File: src/design/cosine_similarity_stream_core_defines.svh
// Assertion macros shared by the cosine similarity stream core.
// No dependencies; each file that asserts includes this header.
`ifndef COSINE_SIMILARITY_STREAM_CORE_DEFINES_SVH
`define COSINE_SIMILARITY_STREAM_CORE_DEFINES_SVH
`ifndef SYNTHESIS
`define CSS_ASSERT(lbl, prop) \
    lbl: assert property (@(posedge i_clk) disable iff (!i_rst_n) prop) \
        else $error("css assertion failed");
`define CSS_ASSERT_ALWAYS(lbl, prop) \
    lbl: assert property (@(posedge i_clk) prop) \
        else $error("css assertion failed");
`else
`define CSS_ASSERT(lbl, prop)
`define CSS_ASSERT_ALWAYS(lbl, prop)
`endif
`endif

File: src/design/css_pkg.sv
// Package for the cosine similarity stream core: widths, states and the
// command and status structs between controller and datapath. No dependencies.
`timescale 1ns / 1ps
package css_pkg;
    localparam int ElemW    = 16;
    localparam int DotW     = 42;
    localparam int NormW    = 41;
    localparam int ProdW    = 2 * NormW;
    localparam int SqW      = 2 * DotW;
    localparam int FracSh   = 28;
    localparam int SearchW  = SqW + FracSh + 1;
    localparam int QW       = 15;
    localparam int KW       = 4;
    localparam int CntW     = 6;
    localparam int SimW     = 16;
    localparam int MulLast  = DotW - 1;
    localparam int KTop     = QW - 1;
    localparam int OneQ14   = 16384;

    typedef enum logic [2:0] {
        ST_ACC,
        ST_MUL,
        ST_SA,
        ST_SB,
        ST_LOAD
    } t_state;

    typedef struct packed {
        logic          acc;
        logic          load;
        logic          mul_step;
        logic          srch_a;
        logic          srch_b;
        logic          out_load;
        logic [KW-1:0] k;
    } t_cmd;

    typedef struct packed {
        logic degen_next;
        logic out_free;
    } t_status;
endpackage

File: src/design/css_ctrl.sv
// Controller: sequences accumulation, serial multiplication, quotient search and
// the output load. Depends on css_pkg and the assertion macro header.
`timescale 1ns / 1ps
`include "cosine_similarity_stream_core_defines.svh"
module css_ctrl (
    input  logic             i_clk,
    input  logic             i_rst_n,
    input  logic             i_valid,
    input  logic             i_last_elem,
    input  css_pkg::t_status i_status,
    output logic             o_stall,
    output css_pkg::t_cmd    o_cmd
);
    css_pkg::t_state            r_state, n_state;
    logic [css_pkg::CntW-1:0]   r_cnt, n_cnt;
    logic [css_pkg::KW-1:0]     r_k, n_k;
    logic                       accept;

    assign accept = (r_state == css_pkg::ST_ACC) && i_valid;

    always_comb begin
        n_state = r_state;
        n_cnt   = r_cnt;
        n_k     = r_k;
        unique case (r_state)
            css_pkg::ST_ACC: begin
                if (accept && i_last_elem) begin
                    n_state = i_status.degen_next ? css_pkg::ST_LOAD : css_pkg::ST_MUL;
                    n_cnt   = '0;
                end
            end
            css_pkg::ST_MUL: begin
                n_cnt = r_cnt + css_pkg::CntW'(1);
                if (r_cnt == css_pkg::CntW'(css_pkg::MulLast)) begin
                    n_state = css_pkg::ST_SA;
                    n_k     = css_pkg::KW'(css_pkg::KTop);
                end
            end
            css_pkg::ST_SA: begin
                n_state = css_pkg::ST_SB;
            end
            css_pkg::ST_SB: begin
                if (r_k == '0) begin
                    n_state = css_pkg::ST_LOAD;
                end else begin
                    n_k     = r_k - css_pkg::KW'(1);
                    n_state = css_pkg::ST_SA;
                end
            end
            css_pkg::ST_LOAD: begin
                if (i_status.out_free) begin
                    n_state = css_pkg::ST_ACC;
                end
            end
            default: n_state = css_pkg::ST_ACC;
        endcase
    end

    always_comb begin
        o_cmd          = '0;
        o_cmd.k        = r_k;
        o_cmd.acc      = accept;
        o_cmd.load     = accept && i_last_elem;
        o_cmd.mul_step = (r_state == css_pkg::ST_MUL);
        o_cmd.srch_a   = (r_state == css_pkg::ST_SA);
        o_cmd.srch_b   = (r_state == css_pkg::ST_SB);
        o_cmd.out_load = (r_state == css_pkg::ST_LOAD) && i_status.out_free;
        o_stall        = (r_state != css_pkg::ST_ACC);
    end

    always_ff @(posedge i_clk) begin
        if (!i_rst_n) begin
            r_state <= css_pkg::ST_ACC;
            r_cnt   <= '0;
            r_k     <= '0;
        end else begin
            r_state <= n_state;
            r_cnt   <= n_cnt;
            r_k     <= n_k;
        end
    end

    `CSS_ASSERT(a_sa_then_sb, (r_state == css_pkg::ST_SA) |=> (r_state == css_pkg::ST_SB))
    `CSS_ASSERT(a_sb_after_sa, (r_state == css_pkg::ST_SB) |-> ($past(r_state) == css_pkg::ST_SA))
    `CSS_ASSERT(a_mul_len, (r_state == css_pkg::ST_MUL) && (r_cnt == css_pkg::CntW'(css_pkg::MulLast)) |=> (r_state == css_pkg::ST_SA))
    `CSS_ASSERT(a_k_range, (r_state == css_pkg::ST_SA) |-> (r_k <= css_pkg::KW'(css_pkg::KTop)))
endmodule

File: config.mk
export PLATFORM = sky130hd
export DESIGN_NAME = css_ctrl
export DESIGN_NICKNAME = d
export VERILOG_FILES = /design/src/design/css_pkg.sv /design/src/design/css_ctrl.sv
export VERILOG_INCLUDE_DIRS = /design/src /design/src/design
export SDC_FILE = /design/constraint.sdc
export NUM_CORES = 1
export LEC_CHECK = 0
export BUFFER_PORTS_ARGS = -buffer_cell sky130_fd_sc_hd__buf_2
export CAP_MARGIN = 20
export CORE_MARGIN = 5
export CORE_UTILIZATION = 52
export CTS_CLUSTER_DIAMETER = 40
export DETAILED_ROUTE_END_ITERATION = 10
export PLACE_DENSITY = 0.87
export SYNTH_ARGS = -nofsm -noshare
export SYNTH_HDL_FRONTEND = slang
export SYNTH_SLANG_ARGS = --single-unit
File: constraint.sdc
create_clock -name i_clk -period 1.7 [get_ports i_clk]
set_input_delay 0.085 -clock i_clk [delete_from_list [all_inputs] [get_ports i_clk]]
set_output_delay 0.085 -clock i_clk [all_outputs]
set_load 0.01 [all_outputs]
Word level (Yosys, flattened, before mapping)
Cells that the tools add are included.
{ "classes": {"add_sub_neg": 2, "eq_ne": 9, "muxes": 11, "n_reduce_logical": 11} }
{ "ops": {"columns": ["cell", "n"], "rows": [
  ["$mux W3", 5],
  ["$pmux W3 S5", 1],
  ["$pmux W6 S2", 1],
  ["$mux W4", 2],
  ["$pmux W4 S2", 1],
  ["$add A6 B1 Y6 const B", 1],
  ["$eq A3 B2 Y1 const B", 2],
  ["$eq A6 B6 Y1 const B", 1],
  ["$mux W6", 1],
  ["$ne A2 B2 Y1 const B", 3],
  ["$reduce_and A3 Y1", 2],
  ["$logic_not A4 Y1", 1],
  ["$reduce_bool A2 Y1", 2],
  ["$sub A4 B1 Y4 const B", 1],
  ["$eq A3 B1 Y1 const B", 1],
  ["$eq A3 B3 Y1 const B", 1],
  ["$logic_and A1 B1 Y1", 3],
  ["$logic_not A3 Y1", 1],
  ["$reduce_bool A3 Y1", 1],
  ["$ne A2 B1 Y1 const B", 1],
  ["$reduce_and A2 Y1", 1]
]} }
{ "totals": {"regBits": 13, "inputBits": 6, "word_cells": 36} }

Depth between registers and ports, before layout
{ "depth": {"depth_word": 5, "depth_mapped": 5, "mapped_depth_nobuf": 5} }

Worst setup path after synthesis
No wires, ideal clock.
{ "synth_path": {"path_type": "register -> register", "from": "register r_k[0] in the netlist's numbering", "to": "register r_k[3] in the netlist's numbering", "arrival_ns": 1.431, "path_slack_ns": 0.194, "stages_incl_launch_ff": 6, "n_path_buf": 0, "path_cell_list": "dfxtp_1 inv_1 ha_1 nor3b_1 or4_1 a31oi_1"} }
{ "synth_between": {"elab_chain_len": 3} }
{ "synth_lines": {"columns": ["item", "line_no", "text"], "rows": [
  ["start, declared", "css_ctrl.sv:16", "logic [css_pkg::KW-1:0] r_k, n_k;"],
  ["start signal, assigned", "css_ctrl.sv:79", "r_k <= n_k;"],
  ["$sub A4 B1 Y4 / $logic_not A4 Y1 (equally long branches)", "css_ctrl.sv:46, css_ctrl.sv:43", null],
  ["$mux W4 / $ne A2 B2 Y1 (equally long branches)", null, null],
  ["$pmux W4 S2 / $reduce_and A3 Y1 (equally long branches)", null, null]
]} }
Several ways; a longest one is shown, not always the timed one. The select of a mux whose other input is x is not followed.
A chain may end at the register's enable or synchronous reset.

Worst setup path after layout
Ends and elaborated chain as after synthesis.

==> metrics.txt <==
average cell area after synthesis 8.294 sq um; total CTS buffers 3; post-synthesis mux area share between 1 and 1.5%; Clock H-tree levels 1; io pins 17; Final Critical Period 1.554 ns; commonest non-fill, non-tap cells in the layout buf_2 (16), dfxtp_1 (13), nand2_1 (8), inv_1 (7), a21oi_1 (6); share of cells above drive strength 1 between 20% and 30%; pwr dens 669.3 nW/um^2; Tot GR Track Use 17.16%; Cell Rows 14; maximum vdd drop just over 0.0004 V; drt wl/cell 14.72 microns; die area 2434 sq um; Leak 0.0003958 uW; core footprint between 1000 and 1500 sq um; synthesized instance count 97; Worst-Skew Late Latency 0.28 ns; area delta synth->final 15.09%; Root Driver clkbuf_4; Worst-path clk slew 0.08 ns; Worst path max stage delay ~0.47 ns; Seq/Total Area, Yosys between 30% and 40%; Synth Area in Adders under 10%; RSZ-0062 raised after global routing no; ant diodes 0; Routed WL 1928 microns; Pins Over Slew Limit 0; Hold Fails Final Rpt 0; DR iter-0 viols 15; Vias/cell about 6.1; Synth Area in Compound Gates between 20 and 30%; crit start category register; GRT overflow 0; routability cong. 0.8194; initial antenna violation count 0; CTS tree built; DP Wirelength around 1400 microns; simple-gate portion of the synthesized area between 20% and 30%; post-route ant nets 0; critical path, cell by cell inv_1, ha_1, nor3b_1, or4_1, a31oi_1; WP data required 1.91 ns; post-layout util approximately 62%; Yosys cell types 41; outcome complete, no violations; Worst Tran Pin Value 0.5548 ns; Top Family by Delay on Critical Path simple AND/OR/NAND/NOR gates; relative slew slack ~63%; Seq cells post-synth 13; TNS Setup 0 ns; type of the worst setup path reg -> reg; Starting Density a little over half; max cap viols 0; most common cell after layout, fill and taps aside buf_2; f_max 0.6435 GHz; Final period util 91.41%; first-pass GRT wire length 3346 microns; Syn Nets 106; Layout Skew 0.001384 ns; largest net degree at the start of global routing 13; warnings from Yosys 0; Final setup viols 0; cts hold-fix bufs 0; DRC Markers 0; main combinational cell family by area after synthesis simple AND/OR/NAND/NOR gates; # port buffers 16; Crit Path Max Fanout 4; Worst setup EP type register; XOR/XNOR Fraction of Synth Area 0%; WP buf/inv 1; post-synth design cell area 804.5 sq um; DRT Pass-1 Iters 5; Worst path slowest cell or4_1; clk sinks 13; vias in the first global route 737; die width 49.34 microns; Die Y-Extent ~49 microns; detailed-route via count 805; CP arrival about 1.8 ns; Final nets 125; clock tree buffer depth 2; worst min-delay path class in -> reg
[layout make-up]
type | count | area (sq um)
Inverter | 8 | 30.03
Clock buffer | 4 | 26.28
Fill cell | 130 | 563.0
Multi-Input combinational cell | 70 | 479.2
Sequential cell | 13 | 260.3
Timing Repair Buffer | 20 | 110.1
Tap cell | 16 | 20.02
[worst reg2reg max path, delay by kind of cell, from the launching register on]
| family | cells | cell delay, ns |
|---|---|---|
| and+or+nand+nor | 2 | 0.64 |
| adders and majority gates | 1 | 0.24 |
| DFF | 1 | 0.37 |
| AOI/OAI and AO/OA | 1 | 0.16 |
| buffers and inverters | 1 | 0.08 |
[repair_timing]
item,CTS,global route
gates resized for setup,0,1
setup endpoints to repair,0,1
setup buffers,0,0
[metrics by stage]
stage          instances  setup slack, ns  hold slack [ns]  power, uW  instance area (sq um)
5_1_grt              131          0.05917          0.08847      653.3                  925.9
6_report             131           0.1460          0.07203      619.7                  925.9
3_3_place_gp         127           0.2342           0.3747      422.8                  894.6
3_5_place_dp         127           0.1612           0.3770      427.0                  894.6
4_1_cts              131           0.1094          0.07548      621.5                  920.9
2_1_floorplan         97           0.1938           0.2414      401.3                  804.5
[cell usage after synthesis (all sizes together)]
cell type  instances  area (sq um)
o21ai              2         10.01
a2111oi            1         8.760
o2111ai            1         8.760
o211ai             1         7.510
dfxtp             13         260.3
and2               1         6.260
ha                 3         37.54
nor3b              2         20.02
nand3b             2         15.01
o221ai             1         8.760
or2b               1         7.510
inv                7         26.28
a31oi              1         6.260
o22ai              1         6.260
or3b               1         8.760
or3                1         6.260
a21o               1         7.510
nand2              8         30.03
mux2i              1         10.01
and2b              1         8.760
and4b              1         10.01
clkinv             1         3.750
a21oi              6         30.03
buf                6         40.04
a211oi             3         22.52
o31ai              2         15.01
nand4b             2         17.52
nand4              1         6.260
a21boi             1         7.510
a221oi             1         8.760
or4                2         15.01
nor3               4         20.02
nand2b             2         12.51
a311oi             3         26.28
or2                1         6.260
nor2               5         18.77
o211a              2         20.02
a41oi              1         8.760
nand3              3         15.01
[routing by layer]
| layer | share of wire, % | track usage (%) |
|---|---|---|
| met5 | 0 | 0 |
| met2 | 47 | 28.54 |
| met3 | 7.3 | 3.364 |
| met4 | 2.2 | 8.072 |
| met1 | 44 | 20.73 |
[cell families (layout without fill, tap and decap cells)]
| kind of cell | Yosys count | in the layout |
|---|---|---|
| flops | 13 | 13 |
| buf+inv | 14 | 32 |
| compound gates | 28 | 28 |
| simple gates | 38 | 38 |
| mux | 1 | 1 |
| fa+ha+maj | 3 | 3 |
[power by group]
part	switching, uW	internal, uW
sequential	15.7	311
clock	106	91.2
combinational	53.5	42.2
total	175	444
[path summary, 6_finish.rpt]
check	from	to	slack [ns]	depth (start not counted)
worst min-delay path	i_status[1]	r_state[2]	0.07	3
worst max register to register	r_k[0]	r_k[3]	0.15	5
worst min register to register	r_cnt[4]	r_cnt[4]	0.54	2
worst max-delay path	r_k[0]	r_k[3]	0.15	5
[registers in the layout (all words and copies together), names as in the netlist]
signal / flops
r_cnt: 6
r_state: 3
r_k: 4
Note: power is estimated with default switching activity, not from simulation.
